`src/design/lroa_pkg.sv`:
```
`timescale 1ns / 1ps
`default_nettype none

package lroa_pkg;

  // field widths
  localparam int RANGE_W = 16;
  localparam int CFG_W   = 16;
  localparam int CMD_W   = 17;
  localparam int IDX_W   = 8;
  localparam int CFG_IDX_W = 3;

  // packed channel widths
  localparam int IN_TDATA_W  = 16;
  localparam int OUT_TDATA_W = 40;
  localparam int OUT_TUSER_W = 4;

  // configuration register indexes
  typedef enum logic [CFG_IDX_W-1:0] {
    REG_NEAR_TH   = 3'd0,
    REG_DETECT_TH = 3'd1,
    REG_REVERSE   = 3'd2,
    REG_TURN      = 3'd3,
    REG_CRUISE    = 3'd4,
    REG_GOAL      = 3'd5
  } cfg_reg_t;

  // register reset values
  localparam logic [CFG_W-1:0] NEAR_TH_RST   = 16'd1350;
  localparam logic [CFG_W-1:0] DETECT_TH_RST = 16'd3500;
  localparam logic [CFG_W-1:0] REVERSE_RST   = 16'd800;
  localparam logic [CFG_W-1:0] TURN_RST      = 16'd1500;
  localparam logic [CFG_W-1:0] CRUISE_RST    = 16'd600;

  // obstacle case codes
  typedef enum logic [2:0] {
    CASE_ALL         = 3'd0,
    CASE_FRONT       = 3'd1,
    CASE_RIGHT       = 3'd2,
    CASE_LEFT        = 3'd3,
    CASE_FRONT_RIGHT = 3'd4,
    CASE_FRONT_LEFT  = 3'd5,
    CASE_LEFT_RIGHT  = 3'd6,
    CASE_UNKNOWN     = 3'd7
  } case_code_t;

endpackage : lroa_pkg

`default_nettype wire

```
`src/design/lidar_region_obstacle_avoider_core.sv`:
```
`timescale 1ns / 1ps
`default_nettype none
// result: registered; it appears in the cycle after the transfer of the last sample of a scan, unless goal is set
// throughput: one sample per cycle; the output register is reloaded in the same cycle
//   it is taken, so a stalled result only holds off input while out_tready is low
// reset: synchronous, active low; clears region minimums to all ones, sample index,
//   detect flag and output valid, and loads the register defaults

module lidar_region_obstacle_avoider_core
  import lroa_pkg::*;
#(
  parameter int RIGHT_END = 60,
  parameter int FRONT_END = 120
) (
  input  wire logic                   clk,
  input  wire logic                   rst_n,
  // configuration write port
  input  wire logic                   cfg_we,
  input  wire logic [CFG_IDX_W-1:0]   cfg_index,
  input  wire logic [CFG_W-1:0]       cfg_wdata,
  // sample stream
  input  wire logic                   in_tvalid,
  output logic                        in_tready,
  input  wire logic [IN_TDATA_W-1:0]  in_tdata,   // [15:0] range_mm
  input  wire logic                   in_tlast,   // last
  // result stream
  output logic                        out_tvalid,
  input  wire logic                   out_tready,
  output logic [OUT_TDATA_W-1:0]      out_tdata,  // [16:0] linear_cmd, [33:17] angular_cmd,
                                                  // [39:34] zero
  output logic [OUT_TUSER_W-1:0]      out_tuser,  // [0] act, [3:1] case_code
  output logic                        out_tlast   // scan_done
);

  localparam logic [IDX_W-1:0] RightEndIdx = IDX_W'(RIGHT_END);
  localparam logic [IDX_W-1:0] FrontEndIdx = IDX_W'(FRONT_END);

  // configuration registers
  logic [CFG_W-1:0] near_th_r, detect_th_r, reverse_r, turn_r, cruise_r;
  logic             goal_r;

  // per-scan state
  logic [RANGE_W-1:0] right_min_r, front_min_r, left_min_r;
  logic [RANGE_W-1:0] right_min_nxt, front_min_nxt, left_min_nxt;
  logic               below_detect_r, below_detect_nxt;
  logic [IDX_W-1:0]   sample_index_r, sample_index_nxt;

  // output register
  logic               out_valid_r;
  logic               act_r;
  case_code_t         code_r;
  logic [CMD_W-1:0]   lin_r, ang_r;

  logic               in_xfer;
  logic [RANGE_W-1:0] range_mm;
  logic               fb, fc, lb, lc, rb, rc;
  case_code_t         code_nxt;
  logic [CMD_W-1:0]   lin_nxt, ang_nxt;
  logic [CMD_W-1:0]   rev_neg, turn_neg, turn_pos, cruise_pos;

  assign range_mm  = in_tdata[RANGE_W-1:0];
  assign in_tready = ~out_valid_r | out_tready;
  assign in_xfer   = in_tvalid & in_tready;

  // configuration writes
  always_ff @(posedge clk) begin
    if (!rst_n) begin
      near_th_r   <= NEAR_TH_RST;
      detect_th_r <= DETECT_TH_RST;
      reverse_r   <= REVERSE_RST;
      turn_r      <= TURN_RST;
      cruise_r    <= CRUISE_RST;
      goal_r      <= 1'b0;
    end else if (cfg_we) begin
      case (cfg_index)
        REG_NEAR_TH:   near_th_r   <= cfg_wdata;
        REG_DETECT_TH: detect_th_r <= cfg_wdata;
        REG_REVERSE:   reverse_r   <= cfg_wdata;
        REG_TURN:      turn_r      <= cfg_wdata;
        REG_CRUISE:    cruise_r    <= cfg_wdata;
        REG_GOAL:      goal_r      <= cfg_wdata[0];
        default: ;
      endcase
    end
  end

  // region minimum and detect update for the current sample
  always_comb begin
    right_min_nxt    = right_min_r;
    front_min_nxt    = front_min_r;
    left_min_nxt     = left_min_r;
    sample_index_nxt = sample_index_r;
    if (sample_index_r < RightEndIdx) begin
      if (range_mm < right_min_r) right_min_nxt = range_mm;
    end else if (sample_index_r < FrontEndIdx) begin
      if (range_mm < front_min_r) front_min_nxt = range_mm;
    end else begin
      if (range_mm < left_min_r) left_min_nxt = range_mm;
    end
    if (sample_index_r < FrontEndIdx) sample_index_nxt = sample_index_r + 1'b1;
    below_detect_nxt = below_detect_r | (range_mm < detect_th_r);
  end

  // region classification; equal to the threshold is neither blocked nor clear
  assign fb = front_min_nxt < near_th_r;
  assign fc = front_min_nxt > near_th_r;
  assign lb = left_min_nxt  < near_th_r;
  assign lc = left_min_nxt  > near_th_r;
  assign rb = right_min_nxt < near_th_r;
  assign rc = right_min_nxt > near_th_r;

  assign rev_neg    = CMD_W'(-{1'b0, reverse_r});
  assign turn_neg   = CMD_W'(-{1'b0, turn_r});
  assign turn_pos   = {1'b0, turn_r};
  assign cruise_pos = {1'b0, cruise_r};

  // eight-case command table, first match wins
  always_comb begin
    if (fb && lb && rb) begin
      code_nxt = CASE_ALL;         lin_nxt = rev_neg;     ang_nxt = turn_pos;
    end else if (fb && lc && rc) begin
      code_nxt = CASE_FRONT;       lin_nxt = '0;          ang_nxt = turn_pos;
    end else if (fc && lc && rb) begin
      code_nxt = CASE_RIGHT;       lin_nxt = cruise_pos;  ang_nxt = '0;
    end else if (fc && lb && rc) begin
      code_nxt = CASE_LEFT;        lin_nxt = cruise_pos;  ang_nxt = '0;
    end else if (fb && lc && rb) begin
      code_nxt = CASE_FRONT_RIGHT; lin_nxt = '0;          ang_nxt = turn_neg;
    end else if (fb && lb && rc) begin
      code_nxt = CASE_FRONT_LEFT;  lin_nxt = '0;          ang_nxt = turn_pos;
    end else if (fc && lb && rb) begin
      code_nxt = CASE_LEFT_RIGHT;  lin_nxt = rev_neg;     ang_nxt = turn_pos;
    end else begin
      code_nxt = CASE_UNKNOWN;     lin_nxt = cruise_pos;  ang_nxt = turn_neg;
    end
  end

  // per-scan state, reloaded after the last sample
  always_ff @(posedge clk) begin
    if (!rst_n) begin
      right_min_r    <= '1;
      front_min_r    <= '1;
      left_min_r     <= '1;
      below_detect_r <= 1'b0;
      sample_index_r <= '0;
    end else if (in_xfer) begin
      if (in_tlast) begin
        right_min_r    <= '1;
        front_min_r    <= '1;
        left_min_r     <= '1;
        below_detect_r <= 1'b0;
        sample_index_r <= '0;
      end else begin
        right_min_r    <= right_min_nxt;
        front_min_r    <= front_min_nxt;
        left_min_r     <= left_min_nxt;
        below_detect_r <= below_detect_nxt;
        sample_index_r <= sample_index_nxt;
      end
    end
  end

  // output valid
  always_ff @(posedge clk) begin
    if (!rst_n) begin
      out_valid_r <= 1'b0;
    end else if (in_tready) begin
      out_valid_r <= in_xfer & in_tlast & ~goal_r;
    end
  end

  // output payload; fields are zero when nothing fell below detect
  always_ff @(posedge clk) begin
    if (in_xfer && in_tlast) begin
      act_r  <= below_detect_nxt;
      code_r <= below_detect_nxt ? code_nxt : CASE_ALL;
      lin_r  <= below_detect_nxt ? lin_nxt  : '0;
      ang_r  <= below_detect_nxt ? ang_nxt  : '0;
    end
  end

  assign out_tvalid = out_valid_r;
  assign out_tdata  = {{(OUT_TDATA_W - 2*CMD_W){1'b0}}, ang_r, lin_r};
  assign out_tuser  = {code_r, act_r};
  assign out_tlast  = 1'b1;

  // a sample that does not end a scan never produces a result
  a_no_result_mid_scan: assert property (@(posedge clk) disable iff (!rst_n)
    (in_xfer && !in_tlast) |=> !out_tvalid)
    else $error("result raised by a sample inside a scan");

  // an end of scan produces a result unless the goal is reached
  a_result_on_last: assert property (@(posedge clk) disable iff (!rst_n)
    (in_xfer && in_tlast && !goal_r) |=> out_tvalid)
    else $error("end of scan produced no result");

  // a result without action carries zero fields
  a_idle_fields_zero: assert property (@(posedge clk) disable iff (!rst_n)
    (out_tvalid && !act_r) |-> (code_r == CASE_ALL && lin_r == '0 && ang_r == '0))
    else $error("non-acting result carries nonzero fields");

  // sample index saturates at the front region end
  a_index_bound: assert property (@(posedge clk) disable iff (!rst_n)
    (sample_index_r <= FrontEndIdx) || (sample_index_r == '0))
    else $error("sample index past front region end");

endmodule : lidar_region_obstacle_avoider_core

`default_nettype wire

```
`config.mk`:
```
export PLATFORM = sky130hd
export DESIGN_NAME = lidar_region_obstacle_avoider_core
export DESIGN_NICKNAME = d
export VERILOG_FILES = /design/src/design/lroa_pkg.sv /design/src/design/lidar_region_obstacle_avoider_core.sv
export SDC_FILE = /design/constraint.sdc
export NUM_CORES = 1
export LEC_CHECK = 0
export BUFFER_PORTS_ARGS = -buffer_cell sky130_fd_sc_hd__clkbuf_2
export CORE_ASPECT_RATIO = 0.8
export CORE_MARGIN = 5
export CORE_UTILIZATION = 50
export CTS_CLUSTER_DIAMETER = 60
export CTS_CLUSTER_SIZE = 12
export DETAILED_ROUTE_END_ITERATION = 10
export PLACE_DENSITY_LB_ADDON = 0.15
export SLEW_MARGIN = 20
export SYNTH_ARGS = -nofsm -noshare
export SYNTH_HDL_FRONTEND = slang
export SYNTH_SLANG_ARGS = --single-unit
```
`constraint.sdc`:
```
create_clock -name clk -period 5.55 [get_ports clk]
set_input_delay 0.8325 -clock clk [delete_from_list [all_inputs] [get_ports clk]]
set_output_delay 0.8325 -clock clk [all_outputs]
set_load 0.1 [all_outputs]
```
### Yosys cells after proc, flatten, opt, wreduce, memory -nomap -nowiden

Index checks and enable logic that the tools add are counted.

| word-level totals | value |
|---|---|
| bits in registers | 177 |
| bits of input ports | 41 |
| output and inout port bits | 47 |
| word-level logic and storage cells | 105 |

| cells by class | value |
|---|---|
| add/subtract/negate cells | 3 |
| $lt $le $gt $ge | 12 |
| eq/ne operators | 5 |
| muxes and demuxes | 34 |
| bitwise operators | 8 |
| reductions and logical operators | 24 |

Operators by type and width:

| operator | number |
|---|---|
| $mux W16 | 15 |
| $mux W17 | 10 |
| $lt A16 B16 Y1 | 7 |
| $gt A16 B16 Y1 | 3 |
| $neg A16 Y17 | 2 |
| $mux W8 | 2 |
| $reduce_and A2 Y1 | 7 |
| $logic_and A1 B1 Y1 | 12 |
| $add A8 B1 Y8 const B | 1 |
| $lt A8 B6 Y1 const B | 1 |
| $lt A8 B7 Y1 const B | 1 |
| $mux W2 | 4 |
| $eq A3 B2 Y1 const B | 2 |
| $eq A3 B3 Y1 const B | 2 |
| $reduce_or A5 Y1 | 1 |
| $and A1 B1 Y1 | 3 |
| $eq A3 B1 Y1 const B | 1 |
| $logic_not A3 Y1 | 1 |
| $mux W1 | 3 |
| $not A1 Y1 | 3 |
| $reduce_or A3 Y1 | 1 |
| $or A1 B1 Y1 | 2 |
| $reduce_bool A2 Y1 | 1 |
| $reduce_or A2 Y1 | 1 |

### Depth between registers and ports, before layout

Gate-level depths: netlist (run 1).

| logic depth | value |
|---|---|
| depth in word-level cells | 14 |
| mapped depth | 23 |
| mapped depth without buffers | 19 |

### Least setup slack after synthesis (run 1)

OpenSTA, ideal clock, no wires.

| timing path | value |
|---|---|
| path type | input-to-reg |
| start | input in_tdata[0] |
| end | register ang_r[7], data pin |
| setup time | 0.132 ns |
| arrival | 4.978 ns |
| data required time | 5.418 ns |
| setup slack | 0.440 ns |
| cell stages on the path | 19 |
| buffers on the path | 3 |
| cell sequence | clkbuf_1 nand2b_1 a21o_1 a21o_1 a21o_1 a211o_1 a21oi_1 clkbuf_1 o21ai_0 ha_1 nand4_2 or4_4 a21o_1 and3_4 and3_4 or3_1 clkbuf_2 or4b_1 nand2_1 |

| between the ends | value |
|---|---|
| longest elaborated chain between the ends | 14 |
| elaborated cells between the ends (all ways) | 37 |
| those cells by class | order compare (10); mux (15); bitwise (1); reduce/logical (11) |

RTL lines:

| item | RTL line | text |
|---|---|---|
| start, declared | lidar_region_obstacle_avoider_core.sv:24 | `input wire logic [IN_TDATA_W-1:0] in_tdata,` |
| $lt A16 B16 Y1, on equally long branches | lidar_region_obstacle_avoider_core.sv:96, lidar_region_obstacle_avoider_core.sv:98 |  |
| $mux W16, on equally long branches | lidar_region_obstacle_avoider_core.sv:96, lidar_region_obstacle_avoider_core.sv:98 |  |
| $mux W16 | lidar_region_obstacle_avoider_core.sv:95 | `end else if (sample_index_r < FrontEndIdx) begin` |
| $mux W16 | lidar_region_obstacle_avoider_core.sv:93 | `if (sample_index_r < RightEndIdx) begin` |
| $gt A16 B16 Y1 / $lt A16 B16 Y1 (equally long branches) | lidar_region_obstacle_avoider_core.sv:106, lidar_region_obstacle_avoider_core.sv:107 |  |
| $logic_and A1 B1 Y1 | lidar_region_obstacle_avoider_core.sv:125, lidar_region_obstacle_avoider_core.sv:131 |  |
| $logic_and A1 B1 Y1 | lidar_region_obstacle_avoider_core.sv:131 | `end else if (fc && lb && rb) begin` |
| $mux W17 | lidar_region_obstacle_avoider_core.sv:131 |  |
| $mux W17 | lidar_region_obstacle_avoider_core.sv:129 | `end else if (fb && lb && rc) begin` |
| $mux W17 | lidar_region_obstacle_avoider_core.sv:127 | `end else if (fb && lc && rb) begin` |
| $mux W16 | lidar_region_obstacle_avoider_core.sv:125 | `end else if (fc && lb && rc) begin` |
| $mux W16 | lidar_region_obstacle_avoider_core.sv:123 | `end else if (fc && lc && rb) begin` |
| $mux W16 | lidar_region_obstacle_avoider_core.sv:121 | `end else if (fb && lc && rc) begin` |
| $mux W16 | lidar_region_obstacle_avoider_core.sv:119 | `if (fb && lb && rb) begin` |
| end signal, assigned | lidar_region_obstacle_avoider_core.sv:178 | `ang_r <= below_detect_nxt ? ang_nxt : '0;` |
| end, declared | lidar_region_obstacle_avoider_core.sv:52 | `logic [CMD_W-1:0] lin_r, ang_r;` |

Parallel ways exist; a longest one is shown, timed or not.
A chain may end at the register's enable or synchronous reset.

### Worst setup path in the final report (run 1)

| timing path | value |
|---|---|
| start | input in_tdata[1] |
| end | register ang_r[10], data pin |

The elaborated chain is that of the path after synthesis.

==> reports/results.ini, run 1 <==
[route]
antenna_left = 0
num_vias = 9114
drt_wl_total_um = 28200
vias_per_cell = 5.62
drtIter0Drc = 733
wire_per_inst_um = 17.4
firstDrtPassIters = 5
drc = 0

[global_routing]
grt_usage = 0.235
grt_max_degree = 87
grt-ovfl-total = 0
grt_pass1_vias = 8469
grt_pass1_wl_um = 45000
antenna_found_initial = 1

[sta]
rsz0062_at_grt = no
max_slew_margin = 0.291
finClkSkew_ns = 0.0178
setup_viol = 0
holdWs_ns = 0.466
finalCritPeriodShare = 0.945
hold_viol = 0
timing.final.ws_setup_ns = 0.308
maxSlewViolCount = 0
fmax_mhz = 191
worstMarginPinSlew_ns = 1.06
finalCriticalPeriod_ns = 5.24

[clock_network]
cts-root-buf = clkbuf_16
ctsResizeCount = 0
cts_tree = done
post_cts_buffers = 0
cts_max_level = 4
cts_made_buffers = 17
clk_path_buf_depth = 2
clk_latency_ns = 0.45
path_clk_slew_ns = 0.08
ctsHoldBuffers = 0
cts_sinks = 177

[critical_path]
crit_type = input pin to register
crit_arrival_ns = 5.56
timing.critical_path.mode_cell = a21o_1
path_cells = clkbuf_2 > buf_4 > ha_1 > a21o_1 > a21o_1 > a21o_1 > a211o_1 > a21oi_2 > buf_12 > o21ai_0 > ha_1 > nand4_2 > or4_4 > a21o_1 > nand3_1 > a211oi_1 > or3_1 > or4b_1 > nand2_1
cp_max_fo = 31
cp_slowest_stage_delay_ns = 0.59
r2r_slack_ns = 0.53
cp.required_ns = 5.87
startpoint_type = input pin
cpMaxStageDelayCell = or3_1
cp-end-kind = register

[yosys]
syn_avg_cell_area_sq_um = 8.23
yosys.area_share.adder = 0.133
synth.cell_area_sq_mm = 0.0104
synth-edff-count = 38
synth.distinct_cells = 58
yosys_warnings = 0
synth_largest_area_cell = dfxtp_1
synth_top_family_by_area = simple AND/OR/NAND/NOR gates
synthXorXnorAreaFrac = 0.0134
ys_seq_area_frac = 0.376
syn_inst = 1269
ys.flop_type = dfxtp_1
yosys.area.top_type_share = 0.266
synthSimpleGateAreaFrac = 0.216
yosys_register_bits = 177
postSynth.asyncResetShare = 0
synthMuxAreaShare = 0.0105
synth_compound_area_frac = 0.188
ys_top_cells_by_area = dfxtp_1 (27%), ha_1 (13%), edfxtp_1 (11%)

[floorplan]
start_util = 0.506
coreArea_sq_mm = 0.0206
num_rows = 47
die_h_um = 139
ios = 88
die_area_sq_mm = 0.0239
die_w_um = 172

[pwr]
power_switching_mw = 1.02
total_power_mw = 3.15
clkPwrFrac = 0.384
intPower_mw = 2.13
swShare = 0.324
vdd_drop_max_uv = 185
p_leak_nw = 5.18
p_comb_frac = 0.177
power.density_mw_per_mm2 = 265
p_seq_frac = 0.439

[place]
io_buffers = 80
post_dp_cell_area_sq_mm = 0.0112
gp_congestion = 0.865
dp_hpwl_um = 20300
dp_slack_ns = -0.357

[hold_path]
hold_path.class = register to register

[layout]
drive_gt1_frac = 0.129
antenna_cells = 0
num-fill-cells = 1895
multi_input_area_sq_mm = 0.00595
fin_nets = 1493
final-seq-area_sq_mm = 0.00392
syn_to_final_growth_pct = 13.5
fin_area_sq_mm = 0.0119

[outcome]
status = finished clean

[job]
max-cap-violations = 0

logic make-up (layout without fill, tap and decap cells):
kind of cell    count (synthesis)  count (layout)
compound gates                299             300
xor+xnor                       16              16
fa+ha+maj                     111             111
buf+inv                       160             239
flops                         177             177
mux                            11              11
other cells                     2               7
simple gates                  493             493
synth_stat cells (all sizes together) (8+ instances only):
| cell type | count |
|---|---|
| nand3 | 59 |
| o211ai | 54 |
| nand4 | 25 |
| nor2b | 10 |
| dfxtp | 139 |
| mux2i | 11 |
| nor2 | 52 |
| nor3 | 19 |
| a21boi | 57 |
| nand2 | 267 |
| a22oi | 15 |
| inv | 86 |
| a21o | 26 |
| ha | 111 |
| o21ai | 80 |
| clkbuf | 58 |
| a21oi | 39 |
| edfxtp | 38 |
| a211oi | 10 |
| xor2 | 8 |
| buf | 16 |
| xnor2 | 8 |
| or3 | 14 |
| nand2b | 13 |
state kept, by name, summed over array words and instances (netlist names):
signal	count
act_r	1
ang_r	17
below_detect_r	1
code_r	3
cruise_r	16
detect_th_r	16
front_min_r	16
goal_r	1
left_min_r	16
lin_r	17
near_th_r	16
out_tvalid	1
reverse_r	16
right_min_r	16
sample_index_r	8
turn_r	16
path summary, 6_finish.rpt:
| kind | from | end | cells past startpoint |
|---|---|---|---|
| max | in_tdata[1] | ang_r[10] | 19 |
| min | near_th_r[14] | near_th_r[14] | 2 |
| max reg2reg | left_min_r[7] | ang_r[9] | 21 |
| min reg2reg | near_th_r[14] | near_th_r[14] | 2 |
power by group through the flow:
stage / clock network (mW) / registers (mW) / logic [mW]
after floorplan: 0 / 1.51 / 0.292
after global placement: 0 / 1.41 / 0.539
after detailed placement: 0 / 1.41 / 0.549
after CTS: 1.23 / 1.38 / 0.553
after global routing: 1.29 / 1.39 / 0.606
final: 1.21 / 1.38 / 0.557
layout make-up:
class / instances / share of cell area
Inverter: 86 / 0.0272
Clock inverter: 15 / 0.0140
Multi-Input combinational cell: 938 / 0.502
Timing Repair Buffer: 121 / 0.0618
Tap cell: 269 / 0.0284
Clock buffer: 17 / 0.0359
Sequential cell: 177 / 0.331
critical path, delay by kind of cell:
family	cells	cell delay (ns)
and+or+nand+nor	6	2.12
AOI/OAI and AO/OA	8	1.51
adders and majority gates	2	0.62
buffers and inverters	3	0.45
stage by stage:
stage | setup TNS (ns) | utilization | instances
CTS | 0 | 0.574 | 1622
detailed placement | -6.96 | 0.545 | 1590
global route | 0 | 0.574 | 1623
floorplan | 0 | - | 1274
finish | 0 | 0.574 | 1623
global placement | -2.64 | 0.545 | 1590
routing by layer:
metal	vias to the layer above	track usage	share of wire
li1	4601	-	-
met1	4249	0.347	0.49
met2	235	0.349	0.43
met3	27	0.0499	0.070
met4	2	0.0654	0.011
met5	-	0	0.00025
cell usage in the layout (no fill, tap or decap), types with 38 or more instances in the layout:
cell      count
ha_1        111
o211ai_1     54
nand3_1      59
edfxtp_1     38
buf_4        39
clkbuf_2     80
nand2_1     267
nor2_1       52
inv_1        86
a21boi_0     56
o21ai_0      80
dfxtp_1     139
Power figures use the tool's default switching activity.
==> run 2, diff against run 1 <==
--- a/config.mk
+++ b/config.mk
@@ -12,7 +12,7 @@
 export CTS_CLUSTER_DIAMETER = 60
 export CTS_CLUSTER_SIZE = 12
 export DETAILED_ROUTE_END_ITERATION = 10
-export PLACE_DENSITY_LB_ADDON = 0.15
+export PLACE_DENSITY = 0.78
 export SLEW_MARGIN = 20
 export SYNTH_ARGS = -nofsm -noshare
 export SYNTH_HDL_FRONTEND = slang
==> run 2 against run 1 <==
Critical path depth unchanged; wire length decreased by 0.44%; final cell count increased by 0.25%; setup slack improved by 0.070 ns; core utilization increased by 0.39 points; final area increased by 0.67%; sequential share of layout area decreased by 0.22 points; global-route usage increased by 0.16 points; combinational power about the same; via count increased by 3.7%; sequential cell count unchanged; register-to-register slack improved by 0.06 ns; highest routed layer unchanged.
==> reports/results.ini, run 2 (synthesis gave the netlist of run 1 again) <==
[floorplan]
coreArea_sq_mm = 0.0206  ; unchanged
num_rows = 47  ; unchanged
start_util = 0.506  ; unchanged
die_h_um = 139  ; unchanged
die_w_um = 172  ; unchanged
die_area_sq_mm = 0.0239  ; unchanged
ios = 88  ; unchanged

[place]
dp_hpwl_um = 20300  ; about the same
io_buffers = 80  ; unchanged
dp_cells = 1595  ; +0.31%
gp_congestion = 0.881  ; +1.9%
dp_slack_ns = -0.0622  ; +0.294 ns
post_dp_cell_area_sq_mm = 0.0113  ; +0.38%

[route]
antenna_left = 0  ; unchanged
wire_per_inst_um = 17.3  ; -0.69%
drc = 0  ; unchanged
firstDrtPassIters = 5  ; unchanged
vias_per_cell = 5.81  ; +3.4%
drt_wl_total_um = 28100  ; -0.44%
num_vias = 9447  ; +3.7%
drtIter0Drc = 758  ; +3.4%

[sta]
maxSlewViolCount = 0  ; unchanged
timing.final.ws_setup_ns = 0.378  ; +0.0703 ns
finalCritPeriodShare = 0.932  ; -0.0127
setup_viol = 0  ; unchanged
finClkSkew_ns = 0.0185  ; +0.000753 ns
max_slew_margin = 0.324  ; +0.0323
fin_setup_tns_ns = 0  ; unchanged
finalCriticalPeriod_ns = 5.17  ; -0.0703 ns
fmax_mhz = 193  ; +1.4%
hold_viol = 0  ; unchanged
rsz0062_at_grt = no
worstMarginPinSlew_ns = 1.01  ; -0.0484 ns

[clock_network]
path_clk_slew_ns = 0.08  ; about the same
cts-root-buf = clkbuf_16
post_cts_buffers = 0  ; unchanged
clk_path_buf_depth = 2  ; unchanged
cts_sinks = 177  ; unchanged
cts_tree = done
cts_max_level = 4  ; unchanged
cts_made_buffers = 17  ; unchanged
clk_latency_ns = 0.45  ; about the same

[critical_path]
cp.required_ns = 5.87  ; about the same
crit_arrival_ns = 5.49  ; -0.07 ns
startpoint_type = input pin
cp_max_fo = 14  ; -55%
cp-end-kind = register
crit_type = input pin to register

[layout]
final_common_cell = nand2_1
fin_area_sq_mm = 0.0119  ; +0.67%
post-route-util = 0.578  ; +0.00388
stdcell_count = 1627  ; +0.25%
antenna_cells = 0  ; unchanged
syn_to_final_growth_pct = 14.3
num-fill-cells = 1791  ; -5.5%
fin_nets = 1497  ; +0.27%
drive_gt1_frac = 0.131  ; +0.00257
largest_registers = ang_r: 17 flops, lin_r: 17 flops
layout_common_cells = nand2_1 (267), dfxtp_1 (139), ha_1 (111), inv_1 (86)

[global_routing]
grt_pass1_wl_um = 46200  ; +2.5%
use_met1 = 0.331  ; -0.0151
grt_max_degree = 87  ; unchanged
antenna_found_initial = 1  ; unchanged
gr-usage-met3 = 0.0510  ; +0.00113
busiest_layer = met2
met2_usage = 0.367  ; +0.0184
grt_pass1_vias = 9166  ; +8.2%
grt_usage = 0.237  ; +0.00159
grt-ovfl-total = 0  ; unchanged

[hold_path]
hold_path.class = register to register

[job]
max-cap-violations = 0  ; unchanged

[outcome]
status = finished clean

[pwr]
p_leak_nw = 5.23  ; +0.97%
power.density_mw_per_mm2 = 270  ; +1.6%
vdd_drop_max_uv = 192  ; +3.9%

-- run 2: worst max-delay path, cell delays in order --
cell and delay [ns]:
clkbuf_2 0.10, buf_4 0.15, ha_1 0.29, nand4_1 0.15, buf_4 0.18, nor3_1 0.54, a21oi_4 0.20, buf_4 0.22
nand2_1 0.08, o21ai_0 0.11, ha_1 0.35, nand3_1 0.12, or4_4 0.50, a21o_1 0.20, and3_4 0.20, and3_4 0.17
or3_1 0.49, or4b_1 0.53, nand2_1 0.08
-- run 2: final cells by class --
cell class	count	area, sq um	area share
multi-input cells	937	5940	0.498
well taps	269	337	0.0282
repair buffers	126	783	0.0656
flip-flops and latches	177	3920	0.329
clock buffers	18	450	0.0377
clock inverters	14	180	0.0151
inverters	86	323	0.0270
-- run 2: report_power, final --
part           internal [mW]  switching [mW]  total, mW
Sequential              1.36          0.0225       1.38
Clock                  0.677           0.599       1.28
Combinational          0.164           0.396      0.560
Total                   2.20            1.02       3.22
-- run 2: layer usage --
metal	part of all wire	up-vias
met1	0.45	4416
met5	0.00046	-
met2	0.44	364
met4	0.024	2
li1	-	4603
met3	0.083	62
-- run 2: worst paths after layout --
check,startpoint,end,slack (ns),cells past startpoint
setup / recovery,in_tdata[14],ang_r[7],0.38,19
hold / removal,detect_th_r[9],detect_th_r[9],0.47,2
setup reg to reg,front_min_r[1],ang_r[7],0.59,18
hold reg to reg,detect_th_r[9],detect_th_r[9],0.47,2
-- run 2: per-stage QoR --
step | power, mW | hold WS, ns
2_1_floorplan | 1.81 | 0.440
3_3_place_gp | 1.94 | 0.451
3_5_place_dp | 1.96 | 0.458
4_1_cts | 3.22 | 0.469
5_1_grt | 3.34 | 0.482
6_report | 3.22 | 0.467
-- run 2: repair_timing --
action                     CTS  global route
gates resized for setup      0             1
setup endpoints to repair    0             6
hold buffers                 0             0
